===== src/tftp_rts_pkg.sv =====
// shared types, codes and constants for the tftp read transfer sequencer
`default_nettype none
package tftp_rts_pkg;

    localparam int CMD_W    = 2;
    localparam int OP_W     = 16;
    localparam int BLK_W    = 16;
    localparam int DLEN_W   = 11;
    localparam int PLEN_W   = 10;
    localparam int STATUS_W = 2;
    localparam int BYTES_W  = 32;
    localparam int PHASE_W  = 2;

    localparam logic [CMD_W-1:0] CMD_START   = 2'd0;
    localparam logic [CMD_W-1:0] CMD_DGRAM   = 2'd1;
    localparam logic [CMD_W-1:0] CMD_TIMEOUT = 2'd2;

    localparam logic [OP_W-1:0] OPCODE_DATA  = 16'd3;
    localparam logic [OP_W-1:0] OPCODE_ERROR = 16'd5;

    localparam logic [DLEN_W-1:0] HDR_BYTES    = 11'd4;
    localparam logic [DLEN_W-1:0] RX_BUF_BYTES = 11'd1024;

    localparam logic [PHASE_W-1:0] PH_IDLE  = 2'd0;
    localparam logic [PHASE_W-1:0] PH_FIRST = 2'd1;
    localparam logic [PHASE_W-1:0] PH_RECV  = 2'd2;

    localparam logic [STATUS_W-1:0] ST_BUSY    = 2'd0;
    localparam logic [STATUS_W-1:0] ST_DONE    = 2'd1;
    localparam logic [STATUS_W-1:0] ST_BAD     = 2'd2;
    localparam logic [STATUS_W-1:0] ST_TIMEOUT = 2'd3;

    localparam logic [PLEN_W-1:0] CHUNK_SIZE_RESET = 10'd512;
    localparam logic [BLK_W-1:0]  FIRST_BLOCK      = 16'd1;

    typedef struct packed {
        logic [CMD_W-1:0]  cmd;
        logic [OP_W-1:0]   opcode;
        logic [BLK_W-1:0]  block_number;
        logic [DLEN_W-1:0] datagram_length;
    } t_item;

    typedef struct packed {
        logic                send_request;
        logic                send_ack;
        logic [BLK_W-1:0]    ack_block;
        logic                store_payload;
        logic [BYTES_W-1:0]  store_offset;
        logic [PLEN_W-1:0]   payload_length;
        logic [STATUS_W-1:0] status;
        logic [BYTES_W-1:0]  total_length;
    } t_result;

endpackage
`default_nettype wire


===== src/tftp_rts_in_stage.sv =====
// input register stage holding one accepted transaction
`default_nettype none
module tftp_rts_in_stage (
    input  wire                  i_clk,
    input  wire                  i_rst_n,
    input  wire                  i_valid,
    input  tftp_rts_pkg::t_item  i_item,
    input  wire                  i_adv,
    output logic                 o_stall,
    output logic                 o_vld,
    output tftp_rts_pkg::t_item  o_item
);
    import tftp_rts_pkg::*;

    logic  r_vld;
    t_item r_item;

    assign o_stall = r_vld & ~i_adv;
    assign o_vld   = r_vld;
    assign o_item  = r_item;

    always_ff @(posedge i_clk) begin
        if (!i_rst_n) begin
            r_vld <= 1'b0;
        end else if (!o_stall) begin
            r_vld <= i_valid;
        end
    end

    always_ff @(posedge i_clk) begin
        if (i_valid && !o_stall) begin
            r_item <= i_item;
        end
    end

endmodule
`default_nettype wire


===== src/tftp_rts_seq.sv =====
// transfer state registers and per-transaction header check and update
`default_nettype none
module tftp_rts_seq (
    input  wire                                  i_clk,
    input  wire                                  i_rst_n,
    input  wire                                  i_fire,
    input  tftp_rts_pkg::t_item                  i_item,
    input  wire                                  i_cfg_we,
    input  wire [tftp_rts_pkg::PLEN_W-1:0]       i_cfg_data,
    output tftp_rts_pkg::t_result                o_res
);
    import tftp_rts_pkg::*;

    logic [PHASE_W-1:0] r_phase, n_phase;
    logic [BLK_W-1:0]   r_exp_block, n_exp_block;
    logic [BYTES_W-1:0] r_rx_bytes, n_rx_bytes;
    logic [PLEN_W-1:0]  r_chunk_size;

    logic              busy;
    logic [DLEN_W-1:0] dlen;
    logic [DLEN_W-1:0] pay_full;
    logic [PLEN_W-1:0] pay;
    logic              bad;
    logic              blk_match;

    assign busy      = (r_phase == PH_FIRST) || (r_phase == PH_RECV);
    assign dlen      = (i_item.datagram_length > RX_BUF_BYTES) ? RX_BUF_BYTES
                                                               : i_item.datagram_length;
    assign pay_full  = dlen - HDR_BYTES;
    assign pay       = pay_full[PLEN_W-1:0];
    assign blk_match = (i_item.block_number == r_exp_block);
    assign bad       = (dlen < HDR_BYTES) || (i_item.opcode == OPCODE_ERROR) ||
                       (i_item.opcode != OPCODE_DATA) ||
                       ((r_phase == PH_FIRST) && !blk_match);

    always_comb begin
        n_phase     = r_phase;
        n_exp_block = r_exp_block;
        n_rx_bytes  = r_rx_bytes;
        o_res       = '0;
        case (i_item.cmd)
            CMD_START: begin
                n_phase            = PH_FIRST;
                n_exp_block        = FIRST_BLOCK;
                n_rx_bytes         = '0;
                o_res.send_request = 1'b1;
            end
            CMD_DGRAM: begin
                if (busy) begin
                    if (bad) begin
                        o_res.status = ST_BAD;
                        n_phase      = PH_IDLE;
                    end else begin
                        o_res.send_ack  = 1'b1;
                        o_res.ack_block = i_item.block_number;
                        if (blk_match) begin
                            o_res.store_payload  = 1'b1;
                            o_res.store_offset   = r_rx_bytes;
                            o_res.payload_length = pay;
                            n_rx_bytes = r_rx_bytes + {{(BYTES_W-PLEN_W){1'b0}}, pay};
                            if (pay < r_chunk_size) begin
                                o_res.status = ST_DONE;
                                n_phase      = PH_IDLE;
                            end else begin
                                n_exp_block = r_exp_block + FIRST_BLOCK;
                                n_phase     = PH_RECV;
                            end
                        end
                    end
                end
            end
            CMD_TIMEOUT: begin
                if (busy) begin
                    if (r_phase == PH_FIRST) begin
                        o_res.send_request = 1'b1;
                    end else begin
                        o_res.status = ST_TIMEOUT;
                        n_phase      = PH_IDLE;
                    end
                end
            end
            default: begin
            end
        endcase
        o_res.total_length = n_rx_bytes;
    end

    always_ff @(posedge i_clk) begin
        if (!i_rst_n) begin
            r_phase      <= PH_IDLE;
            r_exp_block  <= FIRST_BLOCK;
            r_rx_bytes   <= '0;
            r_chunk_size <= CHUNK_SIZE_RESET;
        end else begin
            if (i_fire) begin
                r_phase     <= n_phase;
                r_exp_block <= n_exp_block;
                r_rx_bytes  <= n_rx_bytes;
            end
            if (i_cfg_we) begin
                r_chunk_size <= i_cfg_data;
            end
        end
    end

endmodule
`default_nettype wire


===== src/tftp_rts_out_stage.sv =====
// result register stage feeding the output channel
`default_nettype none
module tftp_rts_out_stage (
    input  wire                    i_clk,
    input  wire                    i_rst_n,
    input  wire                    i_load,
    input  tftp_rts_pkg::t_result  i_res,
    input  wire                    i_stall,
    output logic                   o_free,
    output logic                   o_valid,
    output tftp_rts_pkg::t_result  o_res
);
    import tftp_rts_pkg::*;

    logic    r_vld;
    t_result r_res;

    assign o_free  = ~r_vld | ~i_stall;
    assign o_valid = r_vld;
    assign o_res   = r_res;

    always_ff @(posedge i_clk) begin
        if (!i_rst_n) begin
            r_vld <= 1'b0;
        end else if (o_free) begin
            r_vld <= i_load;
        end
    end

    always_ff @(posedge i_clk) begin
        if (i_load && o_free) begin
            r_res <= i_res;
        end
    end

endmodule
`default_nettype wire


===== src/tftp_read_transfer_sequencer_core.sv =====
// top level of the tftp read transfer sequencer
// an input transaction passes the input register, then the result register, to become a result transaction
// throughput: one transaction per cycle, limited only by output stall
// reset: synchronous active low; phase idle, expected block 1, byte total 0, chunk size 512
// configuration is always ready and takes effect on the next transaction
`default_nettype none
module tftp_read_transfer_sequencer_core (
    input  wire                                   i_clk,
    input  wire                                   i_rst_n,
    input  wire                                   i_valid,
    output logic                                  o_stall,
    input  wire [tftp_rts_pkg::CMD_W-1:0]         i_cmd,
    input  wire [tftp_rts_pkg::OP_W-1:0]          i_opcode,
    input  wire [tftp_rts_pkg::BLK_W-1:0]         i_block_number,
    input  wire [tftp_rts_pkg::DLEN_W-1:0]        i_datagram_length,
    input  wire                                   i_cfg_valid,
    output logic                                  o_cfg_ready,
    input  wire [tftp_rts_pkg::PLEN_W-1:0]        i_cfg_data,
    output logic                                  o_valid,
    input  wire                                   i_stall,
    output logic                                  o_send_request,
    output logic                                  o_send_ack,
    output logic [tftp_rts_pkg::BLK_W-1:0]        o_ack_block,
    output logic                                  o_store_payload,
    output logic [tftp_rts_pkg::BYTES_W-1:0]      o_store_offset,
    output logic [tftp_rts_pkg::PLEN_W-1:0]       o_payload_length,
    output logic [tftp_rts_pkg::STATUS_W-1:0]     o_status,
    output logic [tftp_rts_pkg::BYTES_W-1:0]      o_total_length
);
    import tftp_rts_pkg::*;

    t_item   in_item;
    t_item   stg_item;
    t_result seq_res;
    t_result out_res;
    logic    stg_vld;
    logic    out_free;
    logic    adv;

    assign in_item.cmd             = i_cmd;
    assign in_item.opcode          = i_opcode;
    assign in_item.block_number    = i_block_number;
    assign in_item.datagram_length = i_datagram_length;

    assign adv         = stg_vld & out_free;
    assign o_cfg_ready = 1'b1;

    tftp_rts_in_stage u_in_stage (
        .i_clk   (i_clk),
        .i_rst_n (i_rst_n),
        .i_valid (i_valid),
        .i_item  (in_item),
        .i_adv   (adv),
        .o_stall (o_stall),
        .o_vld   (stg_vld),
        .o_item  (stg_item)
    );

    tftp_rts_seq u_seq (
        .i_clk      (i_clk),
        .i_rst_n    (i_rst_n),
        .i_fire     (adv),
        .i_item     (stg_item),
        .i_cfg_we   (i_cfg_valid & o_cfg_ready),
        .i_cfg_data (i_cfg_data),
        .o_res      (seq_res)
    );

    tftp_rts_out_stage u_out_stage (
        .i_clk   (i_clk),
        .i_rst_n (i_rst_n),
        .i_load  (adv),
        .i_res   (seq_res),
        .i_stall (i_stall),
        .o_free  (out_free),
        .o_valid (o_valid),
        .o_res   (out_res)
    );

    assign o_send_request   = out_res.send_request;
    assign o_send_ack       = out_res.send_ack;
    assign o_ack_block      = out_res.ack_block;
    assign o_store_payload  = out_res.store_payload;
    assign o_store_offset   = out_res.store_offset;
    assign o_payload_length = out_res.payload_length;
    assign o_status         = out_res.status;
    assign o_total_length   = out_res.total_length;

    // input side stalls only when both stages hold a transaction
    a_stall_needs_full: assert property (@(posedge i_clk) disable iff (!i_rst_n)
        o_stall |-> (o_valid && i_stall))
        else $error("input stalled while result stage can drain");

    a_done_stores: assert property (@(posedge i_clk) disable iff (!i_rst_n)
        (o_valid && (o_status == ST_DONE)) |-> (o_store_payload && o_send_ack))
        else $error("done without a stored payload");

    a_store_acks: assert property (@(posedge i_clk) disable iff (!i_rst_n)
        (o_valid && o_store_payload) |-> (o_send_ack && (o_status == ST_BUSY ||
                                                         o_status == ST_DONE)))
        else $error("stored payload without acknowledgement");

    a_request_alone: assert property (@(posedge i_clk) disable iff (!i_rst_n)
        (o_valid && o_send_request) |-> (!o_send_ack && (o_status == ST_BUSY)))
        else $error("request mixed with other actions");

endmodule
`default_nettype wire

===== config.mk =====
export PLATFORM = sky130hd
export DESIGN_NAME = tftp_read_transfer_sequencer_core
export DESIGN_NICKNAME = d
export VERILOG_FILES = /design/src/tftp_rts_pkg.sv /design/src/tftp_rts_in_stage.sv /design/src/tftp_rts_seq.sv /design/src/tftp_rts_out_stage.sv /design/src/tftp_read_transfer_sequencer_core.sv
export SDC_FILE = /design/constraint.sdc
export NUM_CORES = 1
export LEC_CHECK = 0
export ABC_AREA = 1
export BUFFER_PORTS_ARGS = -buffer_cell sky130_fd_sc_hd__buf_2
export CAP_MARGIN = 20
export CORE_MARGIN = 5
export CORE_UTILIZATION = 32
export CTS_BUF_LIST = sky130_fd_sc_hd__clkbuf_8
export DETAILED_ROUTE_END_ITERATION = 16
export MAX_ROUTING_LAYER = met4
export PLACE_DENSITY_LB_ADDON = 0.15
export SLEW_MARGIN = 40
export SYNTH_ARGS = -nofsm -noshare
export SYNTH_HDL_FRONTEND = slang
export SYNTH_SLANG_ARGS = --single-unit

===== constraint.sdc =====
create_clock -name i_clk -period 5.4 [get_ports i_clk]
set_input_delay 0.27 -clock i_clk [delete_from_list [all_inputs] [get_ports i_clk]]
set_output_delay 0.27 -clock i_clk [all_outputs]
set_load 0.02 [all_outputs]

==> results of run 1 <==
==> how the worst max path moves through the flow <==
stage | to | cells past startpoint
after global routing | u_seq.r_exp_block[1]$_SDFFE_PN0P_ | 20
final | u_seq.r_exp_block[1]$_SDFFE_PN0P_ | 20
after CTS | u_seq.r_exp_block[1]$_SDFFE_PN0P_ | 20
after floorplan | u_out_stage.o_res[0]$_DFFE_PP_ | 5
after detailed placement | u_seq.r_exp_block[1]$_SDFFE_PN0P_ | 20
after global placement | u_seq.r_exp_block[1]$_SDFFE_PN0P_ | 20
==> flip-flops by register name (all words and copies together), names as in the netlist <==
| signal | flops |
|---|---|
| u_seq.r_exp_block | 16 |
| u_out_stage.o_valid | 1 |
| u_seq.r_rx_bytes | 32 |
| u_in_stage.o_item | 45 |
| u_in_stage.o_vld | 1 |
| u_seq.r_chunk_size | 10 |
| u_out_stage.o_res | 95 |
| u_seq.r_phase | 2 |
==> cell families (layout without fill, tap and decap cells) <==
kind of cell	after synthesis	after routing	share of synthesized area (%)
flops	202	202	53.4
simple gates	582	582	25.0
xor+xnor	20	20	1.72
fa+ha+maj	32	32	4.00
other cells	1	2	0.0367
compound gates	139	139	7.19
buf+inv	225	469	8.67
==> metrics by stage <==
step / utilization (%) / hold slack, ps
floorplan: - / 369
global placement: 36.0 / 446
detailed placement: 36.0 / 448
CTS: 39.8 / 17.1
global route: 39.8 / 34.2
finish: 39.8 / 49.0
==> cells in the mapped netlist, drive strengths merged, types with 2 or more instances <==
cell type  instances  area (um^2)
o21ai             44          224
nor3              22          110
buf               14         92.6
inv              189          709
nor2             150          622
clkbuf            21         78.8
o21bai             8         60.1
edfxtp           140         4200
ha                31          388
nand2            262         1000
dfxtp             62         1240
xor2              13          114
or2                2         12.5
nor4               7         43.8
xnor2              7         61.3
nand4             34          225
a21oi             83          419
nand3            103          528
==> power groups by stage <==
stage	clock network, uW	logic [uW]	registers, uW
floorplan	0	245	1850
global placement	0	428	1820
detailed placement	0	429	1820
global route	1520	511	1790
finish	1390	453	1780
CTS	1440	458	1780
==> what timing repair did <==
item,CTS,global route
buffers inserted,0,0
hold buffers,49,0
endpoints found under the hold margin,48,0
==> routing by layer <==
metal | global-route usage (%) | routed length (um)
met1 | 21.7 | 13300
met2 | 25.0 | 12600
met3 | 3.82 | 1830
met4 | 4.85 | 754
met5 | - | 0
==> area by class of cell <==
type	count	area share, %
clock inverters	28	1.16
repair buffers	211	10.5
flip-flops and latches	202	43.3
multi-input cells	774	30.9
clock buffers	40	4.38
inverters	190	5.69
diodes	1	0.0199
well taps	402	4.00
==> worst max-delay path: stages, from the launching register on <==
cell      delay [ps]
edfxtp_1         420
nor2_1           120
nand3_1          100
o21ai_2          250
inv_1            130
nor2_1           160
inv_1            120
nand2_1          130
nor2_1            70
nand3_1           90
xor2_1           200
inv_1            120
ha_1             320
a21oi_1          140
o21ai_0          110
a21oi_1          180
nand2_1          130
nand2_1          410
nand2_1          560
o21ai_0          320
nor2_1            60
==> layout by cell type (no fill, tap or decap), drive strengths merged, types with 8 or more instances in the layout <==
master	count
dfxtp	62
a21oi	83
edfxtp	140
o21ai	44
clkinv	18
dlygate4sd3	49
buf	162
nand2	262
xor2	13
nand4	34
clkbuf	40
nand3	103
ha	31
o21bai	8
nor3	22
inv	198
nor2	150
==> flow_summary.yaml, run 1 <==
clock_network:
  clk_pin_slew_ps: 60
  htree_levels: 2
  cts_root_buffer: "clkbuf_8"
  cts_max_path_buffers: 3
  cts_tree: "done"
  clk_latency_ps: 540
  cts_made_buffers: 37
  cts_resized: 0
  cts.sinks: 202
setup_path:
  reg2reg_from: "u_in_stage.o_item[5]$_DFFE_PP_"
  crit_start: "u_in_stage.o_item[5]$_DFFE_PP_"
  ff2ff_setup_slack_ps: 1190
  worstPathArrival_ps: 4640
  path_max_fanout: 20
  required_ps: 5830
  r2r-end: "u_seq.r_exp_block[1]$_SDFFE_PN0P_"
  crit_path_end_kind: "flip-flop"
  cp-start-kind: "flip-flop"
  reg2reg_depth: 20
  worst-setup-path-type: "reg -> reg"
synthesis:
  synth_edf_count: 140
  syn_nets: 1293
  synthCells: 1201
  synth-seq-cells: 202
  synth_seq_area_share_pct: 53.4
  yosysWarnings: 0
  synthFlopType: "edfxtp_1"
  syn_area_um2: 10200
  async_flop_share_pct: 0
  avgSynthCellArea_um2: 8.50
  ys_types: 41
sta:
  slew_viol_final: 0
  rsz0062_at_grt: "false"
  hold_viol_final: 0
  min_period_over_period_pct: 78.0
  finalSetupTns_ps: 0
  max_clock_freq_ghz: 0.237
  setup_ws_ps: 1190
  finClkSkew_ps: 31.2
  min_period_ps: 4210
  worst_pin_slew_ps: 758
  slew_headroom_pct: 49.3
  setup_viol: 0
floorplanning:
  fp.dieH_um: 189
  die_area_um2: 35600
  start_util_pct: 32.3
  die_w_um: 189
  ioPinCount: 158
  core.rowCount: 65
  core_area_um2: 31600
grt:
  grt_overflow_total: 0
  grt_pass1_vias: 8461
  grt_pass1_wl_mm: 45.2
  grt.total_usage_pct: 16.3
  antenna_found_initial: 1
  grt_max_degree: 74
cells_and_area:
  regArea_um2: 5450
  final_nets: 1508
  syn_to_final_growth_pct: 23.2
  fillers: 3217
  fin_area_um2: 12600
  stdcell_count: 1848
  multi_input_area_um2: 3880
  final_layout_size_suffix_gt1_share_pct: 17.7
power_and_ir_drop:
  intPower_uw: 2630
  swShare_pct: 27.5
  ir_worst_vdd_uv: 180
  p_leak_uw: 0.00563
  power_uw: 3630
  p_sw_uw: 997
  p_clk_share_pct: 38.3
  power_density_nw_per_um2: 289
  p_seq_share_pct: 49.2
  pwr-share-comb_pct: 12.5
drt:
  vias: 8509
  drt_iter0_drc: 469
  wire_per_inst_um: 15.4
  viasPerCell: 4.60
  wirelength_mm: 28.5
  first_pass_iters: 5
  postRouteAntennaNets: 0
  drc: 0
min_path:
  hold_end: "u_seq.r_chunk_size[8]$_SDFFE_PN0P_"
  hp-start: "i_cfg_data[8]"
  hold_depth: 3
  hp-class: "in -> reg"
placed_design:
  place_inst: 1730
  pre_cts_slack_ps: 1200
  dp_hpwl_mm: 20.3
  post_dp_cell_area_um2: 11400
  io_buffers: 156
  routabilityCongestion: 0.860
flow_run:
  maxCapViolations: 0
status:
  status: "finished, final reports clean"
No activity file was read; power rests on OpenSTA's default activity.
==> run 2, diff against run 1 <==
- ABC_AREA: 1 -> 0
- clock period: 5.4 -> 3.6 ns (I/O delays scaled with it)
==> flow_summary.yaml, run 2 <==
cells_and_area:
  fin_area_um2: 12000
  syn_to_final_growth_pct: 30.1
  n_antenna_cell: 0
  layout_commonest_cell: "buf_2"
  fillers: 2836
  largest_register_ffs: 95
  layout_common_cells: "buf_2, edfxtp_1, nand2_1"
  final_layout_size_suffix_gt1_share_pct: 23.6
  final_nets: 1157
clock_network:
  cts_tree: "done"
  clk_pin_slew_ps: 60
  cts_root_buffer: "clkbuf_8"
  cts_max_path_buffers: 3
  cts_made_buffers: 38
  htree_levels: 2
  clk_latency_ps: 520
  cts.sinks: 202
grt:
  grt_pass1_wl_mm: 38.4
  grt_pass1_vias: 7041
  grt_overflow_total: 0
  grt_max_degree: 62
  grt.total_usage_pct: 14.8
  antenna_found_initial: 0
placed_design:
  routabilityCongestion: 0.806
  io_buffers: 156
  dp_hpwl_mm: 16.1
  post_dp_cell_area_um2: 10600
  pre_cts_slack_ps: 23.3
drt:
  viasPerCell: 4.83
  drc: 0
  wire_per_inst_um: 16.3
  postRouteAntennaNets: 0
  vias: 7133
  wirelength_mm: 24.1
  drt_iter0_drc: 445
  first_pass_iters: 4
sta:
  slew_viol_final: 0
  finClkSkew_ps: 21.8
  slew_headroom_pct: 52.4
  min_period_ps: 3350
  hold_viol_final: 0
  finalSetupTns_ps: 0
  setup_viol: 0
  min_period_over_period_pct: 93.1
  rsz0062_at_grt: "false"
  setup_ws_ps: 247
  worst_pin_slew_ps: 707
  max_clock_freq_ghz: 0.298
synthesis:
  avgSynthCellArea_um2: 11.2
  synthCells: 820
  synth.area.top_cells: "edfxtp_1, dfxtp_1, ha_1, nand2_1, and2_1"
  syn_nets: 912
  synth-seq-cells: 202
  synthFlopType: "edfxtp_1"
  synth_seq_area_share_pct: 59.1
  synth.most_common_cell: "edfxtp_1"
  synth_edf_count: 140
  synth_top_cell_by_area: "edfxtp_1"
  syn_area_um2: 9220
  async_flop_share_pct: 0
  yosysWarnings: 0
  ys_types: 62
  netlist_top_cells_count: "edfxtp_1, nand2_1, dfxtp_1"
  synth.top_cell.area_share_pct: 45.6
floorplanning:
  ioPinCount: 158
  die_w_um: 180
  core_area_um2: 28500
  die_area_um2: 32300
  fp.dieH_um: 180
  start_util_pct: 32.3
  core.rowCount: 62
setup_path:
  crit_path_end_kind: "flip-flop"
  path_max_fanout: 4
  reg2reg_from: "u_in_stage.o_item[5]$_DFFE_PP_"
  r2r-end: "u_seq.r_rx_bytes[22]$_SDFFE_PN0P_"
  required_ps: 4050
  max_stage_delay_ps: 390
  cp-start-kind: "flip-flop"
  worstPathArrival_ps: 3800
  crit_path_top_delay_cell: "edfxtp_1"
  reg2reg_depth: 14
  worst-setup-path-type: "reg -> reg"
  path_cells: "nor3_2 -> and4b_1 -> nor3b_2 -> o21ai_2 -> xnor2_2 -> ha_1 -> nand2_1 -> a211oi_2 -> nor2_1 -> o41ai_2 -> buf_4 -> nand4_1 -> or3_1 -> a31oi_1"
  ff2ff_setup_slack_ps: 250
power_and_ir_drop:
  pwr-share-comb_pct: 9.2
  swShare_pct: 24.7
  p_seq_share_pct: 50.3
  intPower_uw: 3910
  p_clk_share_pct: 40.5
  p_sw_uw: 1280
  p_leak_uw: 0.00461
  power_density_nw_per_um2: 433
  ir_worst_vdd_uv: 247
flow_run:
  maxCapViolations: 0
min_path:
  hold_depth: 2
  hp-start: "i_rst_n"
  hold_end: "u_seq.r_rx_bytes[11]$_SDFFE_PN0P_"
  hp-class: "in -> reg"
status:
  status: "finished, final reports clean"
==> run 2: cell types whose count changed in the layout (fill, tap and decap cells not counted), sizes merged, moves of 21 or more <==
cell   delta
and3     +26
nor2     -95
buf      +25
or4      +21
a21oi    -40
inv     -153
nand3    -71
and2     +36
nand2   -187
==> run 2: cell families after synthesis <==
logic type      count (synthesis)  synth area share [%]
simple gates                  305                  17.5
fa+ha+maj                      32                  4.42
xor+xnor                       28                  2.66
compound gates                171                  12.1
other cells                     1                0.0407
buf+inv                        71                  3.15
flops                         202                  59.1
mux                            10                  1.09
==> run 2: metal layers <==
| layer | vias to the layer above | part of all wire [%] | track usage [%] |
|---|---|---|---|
| met5 | - | 0 | - |
| met4 | 0 | 1.6 | 3.63 |
| met3 | 30 | 6.4 | 3.66 |
| met2 | 196 | 45 | 23.2 |
| met1 | 3354 | 47 | 19.5 |
| li1 | 3553 | - | - |
==> run 2: metrics by stage <==
stage	cells	utilization, %	power, uW	hold slack (ps)
6_report	1478	42.0	5190	40.5
5_1_grt	1478	42.0	5450	18.7
4_1_cts	1475	41.7	5280	6.08
3_5_place_dp	1348	37.1	3080	358
3_3_place_gp	1346	36.9	3070	356
2_1_floorplan	820	-	2900	279
==> run 2: power by group through the flow <==
stage               Clock (uW)  Sequential [uW]  Combinational (uW)
floorplan                    0             2720                 186
global placement             0             2660                 409
CTS                       2200             2610                 470
global route              2310             2620                 526
detailed placement           0             2660                 420
finish                    2100             2610                 477
==> run 2: final cells by class <==
type	count	area [um^2]	share of cell area, %
tap	384	480	4.01
multi-input combinational	548	3570	29.8
clock buffer	42	578	4.82
clock inverter	27	136	1.14
sequential	202	5450	45.4
inverter	30	119	0.991
timing repair buffer	245	1660	13.8
==> run 2: critical path: cells and delay by family (launching register included) <==
kind	cells	cell delay, ps
XOR/XNOR	1	170
buffers and inverters	1	180
adder cells (fa/ha/maj)	1	310
AND/OR/NAND/NOR	7	1340
flip-flops	1	390
AO/OA/AOI/OAI	4	880
==> run 2: how the worst max path moves through the flow <==
| stage | startpoint | endpoint | depth (start not counted) |
|---|---|---|---|
| 6_report | u_in_stage.o_item[5]$_DFFE_PP_ | u_seq.r_rx_bytes[22]$_SDFFE_PN0P_ | 14 |
| 5_1_grt | u_in_stage.o_item[5]$_DFFE_PP_ | u_seq.r_rx_bytes[28]$_SDFFE_PN0P_ | 14 |
| 4_1_cts | u_in_stage.o_item[4]$_DFFE_PP_ | u_seq.r_rx_bytes[28]$_SDFFE_PN0P_ | 14 |
| 3_5_place_dp | u_in_stage.o_item[4]$_DFFE_PP_ | u_seq.r_exp_block[14]$_SDFFE_PN0P_ | 14 |
| 3_3_place_gp | u_in_stage.o_item[4]$_DFFE_PP_ | u_seq.r_rx_bytes[22]$_SDFFE_PN0P_ | 14 |
| 2_1_floorplan | u_in_stage.o_item[4]$_DFFE_PP_ | u_seq.r_rx_bytes[22]$_SDFFE_PN0P_ | 13 |
==> run 2: what timing repair did <==
action                     CTS  global route
setup endpoints to repair    2            55
pin swaps                    0            10
setup buffers                0             2
resized for setup            1            16
hold buffers                58             0
gates cloned                 0             1
hold endpoints to repair    57             0
==> run 3, diff against run 2 <==
- ABC_AREA: 0 -> 1
- BUFFER_PORTS_ARGS: -buffer_cell sky130_fd_sc_hd__buf_2 -> -buffer_cell sky130_fd_sc_hd__buf_4
==> flow_summary.yaml, run 3 (synthesis results as in run 1) <==
status:
  status: "finished, final reports clean"
floorplanning:
  fp.dieH_um: 189
  die_area_um2: 35600
  ioPinCount: 158
  core.rowCount: 65
  start_util_pct: 32.3
  core_area_um2: 31600
  die_w_um: 189
placed_design:
  post_dp_cell_area_um2: 11900
  routabilityCongestion: 0.836
  place_inst: 1741
  dp_hpwl_mm: 20.5
  io_buffers: 156
  pre_cts_slack_ps: 2.59
grt:
  grt-busiest-layer: "met2"
  grt_pass1_wl_mm: 45.8
  grt_overflow_total: 0
  grt_use_met3_pct: 3.93
  met2_usage_pct: 26.1
  antenna_found_initial: 1
  grt.total_usage_pct: 16.5
  grt_pass1_vias: 8603
  use_met1_pct: 21.4
  grt_max_degree: 129
sta:
  rsz0062_at_grt: "true"
  whs_ps: 361
  hold_viol_final: 0
  min_period_ps: 3350
  setup_viol: 0
  slew_viol_final: 0
  finClkSkew_ps: 24.8
  max_clock_freq_ghz: 0.299
  min_period_over_period_pct: 93.0
  worst_pin_slew_ps: 709
  slew_headroom_pct: 52.7
  setup_ws_ps: 251
cells_and_area:
  fin_area_um2: 13400
  layout_common_cells: "nand2_1, inv_1, buf_4"
  largest_register_ffs: 95
  final_nets: 1535
  final_layout_size_suffix_gt1_share_pct: 20.0
  syn_to_final_growth_pct: 30.8
  layout_commonest_cell: "nand2_1"
  stdcell_count: 1876
setup_path:
  path_max_fanout: 4
  reg2reg_depth: 21
  worstPathArrival_ps: 3630
  path_cells: "nor2_1 -> nand3_1 -> o21ai_2 -> inv_1 -> nor2_1 -> inv_1 -> ha_2 -> nand4_1 -> xnor2_1 -> inv_2 -> ha_4 -> a21oi_1 -> o21ai_0 -> a21oi_1 -> nand2_1 -> nand2_1 -> nor2_1 -> nand2_1 -> o21ai_0 -> nand2_1 -> inv_1"
  cp-start-kind: "flip-flop"
  crit_path_end_kind: "flip-flop"
  cp.depth: 21
  path_delay_family: "simple AND/OR/NAND/NOR gates"
  worst-path-buf-inv: 4
  max_stage_delay_ps: 410
  path_common_cell: "nand2_1"
  worst-setup-path-type: "reg -> reg"
  required_ps: 3880
  crit_path_top_delay_cell: "edfxtp_1"
power_and_ir_drop:
  p_leak_uw: 0.00592
  power_density_nw_per_um2: 428
  power_uw: 5710
  ir_worst_vdd_uv: 242
clock_network:
  cts_root_buffer: "clkbuf_8"
  cts_max_path_buffers: 3
  clk_pin_slew_ps: 60
  cts.sinks: 202
  clk_latency_ps: 530
  htree_levels: 2
  cts_tree: "done"
  cts_made_buffers: 39
min_path:
  hp-class: "in -> reg"
  hold_depth: 2
drt:
  vias: 8686
  wire_per_inst_um: 15.5
  postRouteAntennaNets: 0
  viasPerCell: 4.63
  drc: 0
  drt_iter0_drc: 445
  wirelength_mm: 29.0
  first_pass_iters: 5
flow_run:
  maxCapViolations: 0
## run 3: changes by cell type in the layout (fill, tap and decap cells not counted), sizes merged, moves of 20 or more
cell / change
nand2: +187
inv: +155
nor2: +95
nand3: +71
a21oi: +40
and2: -36
and3: -26
or4: -21
nand4: +20
## run 3: power breakdown
group / switching [uW] / internal [uW] / total [uW] / leakage [uW]
sequential: 68.2 / 2610 / 2680 / 0.00184
clock: 1010 / 1260 / 2270 / 0.000443
combinational: 459 / 304 / 764 / 0.00363
total: 1530 / 4180 / 5710 / 0.00592
## run 3: layer usage
metal / share of wire, % / vias up
met2: 46 / 210
met4: 2.0 / 0
li1: - / 4440
met5: 0 / -
met1: 46 / 3974
met3: 6.0 / 62
## run 3: area by class of cell
class	count	area, um^2
Antenna cell	1	2.50
Timing Repair Buffer	236	1930
Clock inverter	24	139
Multi-Input combinational cell	774	3970
Fill cell	3187	18200
Clock buffer	47	647
Tap cell	402	503
Inverter	190	716
Sequential cell	202	5450
## run 3: worst paths after layout
kind              slack (ps)                                 end                                from
setup / recovery         250     u_out_stage.o_res[21]$_DFFE_PP_      u_in_stage.o_item[2]$_DFFE_PP_
hold / removal           360     u_in_stage.o_item[26]$_DFFE_PP_                  i_block_number[15]
setup reg to reg         250     u_out_stage.o_res[21]$_DFFE_PP_      u_in_stage.o_item[2]$_DFFE_PP_
hold reg to reg          460  u_seq.r_chunk_size[1]$_SDFFE_PN0P_  u_seq.r_chunk_size[1]$_SDFFE_PN0P_
## run 3: per-stage QoR
step                      util, %  setup TNS, ps
after CTS                    42.0              0
final                        42.3              0
after floorplan                 -              0
after global placement       37.6              0
after global routing         42.3          -9.60
after detailed placement     37.6              0
## run 3: timing repair
item	4_1_cts	5_1_grt
endpoints found under the setup margin	3	51
buffers inserted	0	4
pin swaps	0	1
hold buffers	59	0
resized for setup	4	18
endpoints found under the hold margin	58	0
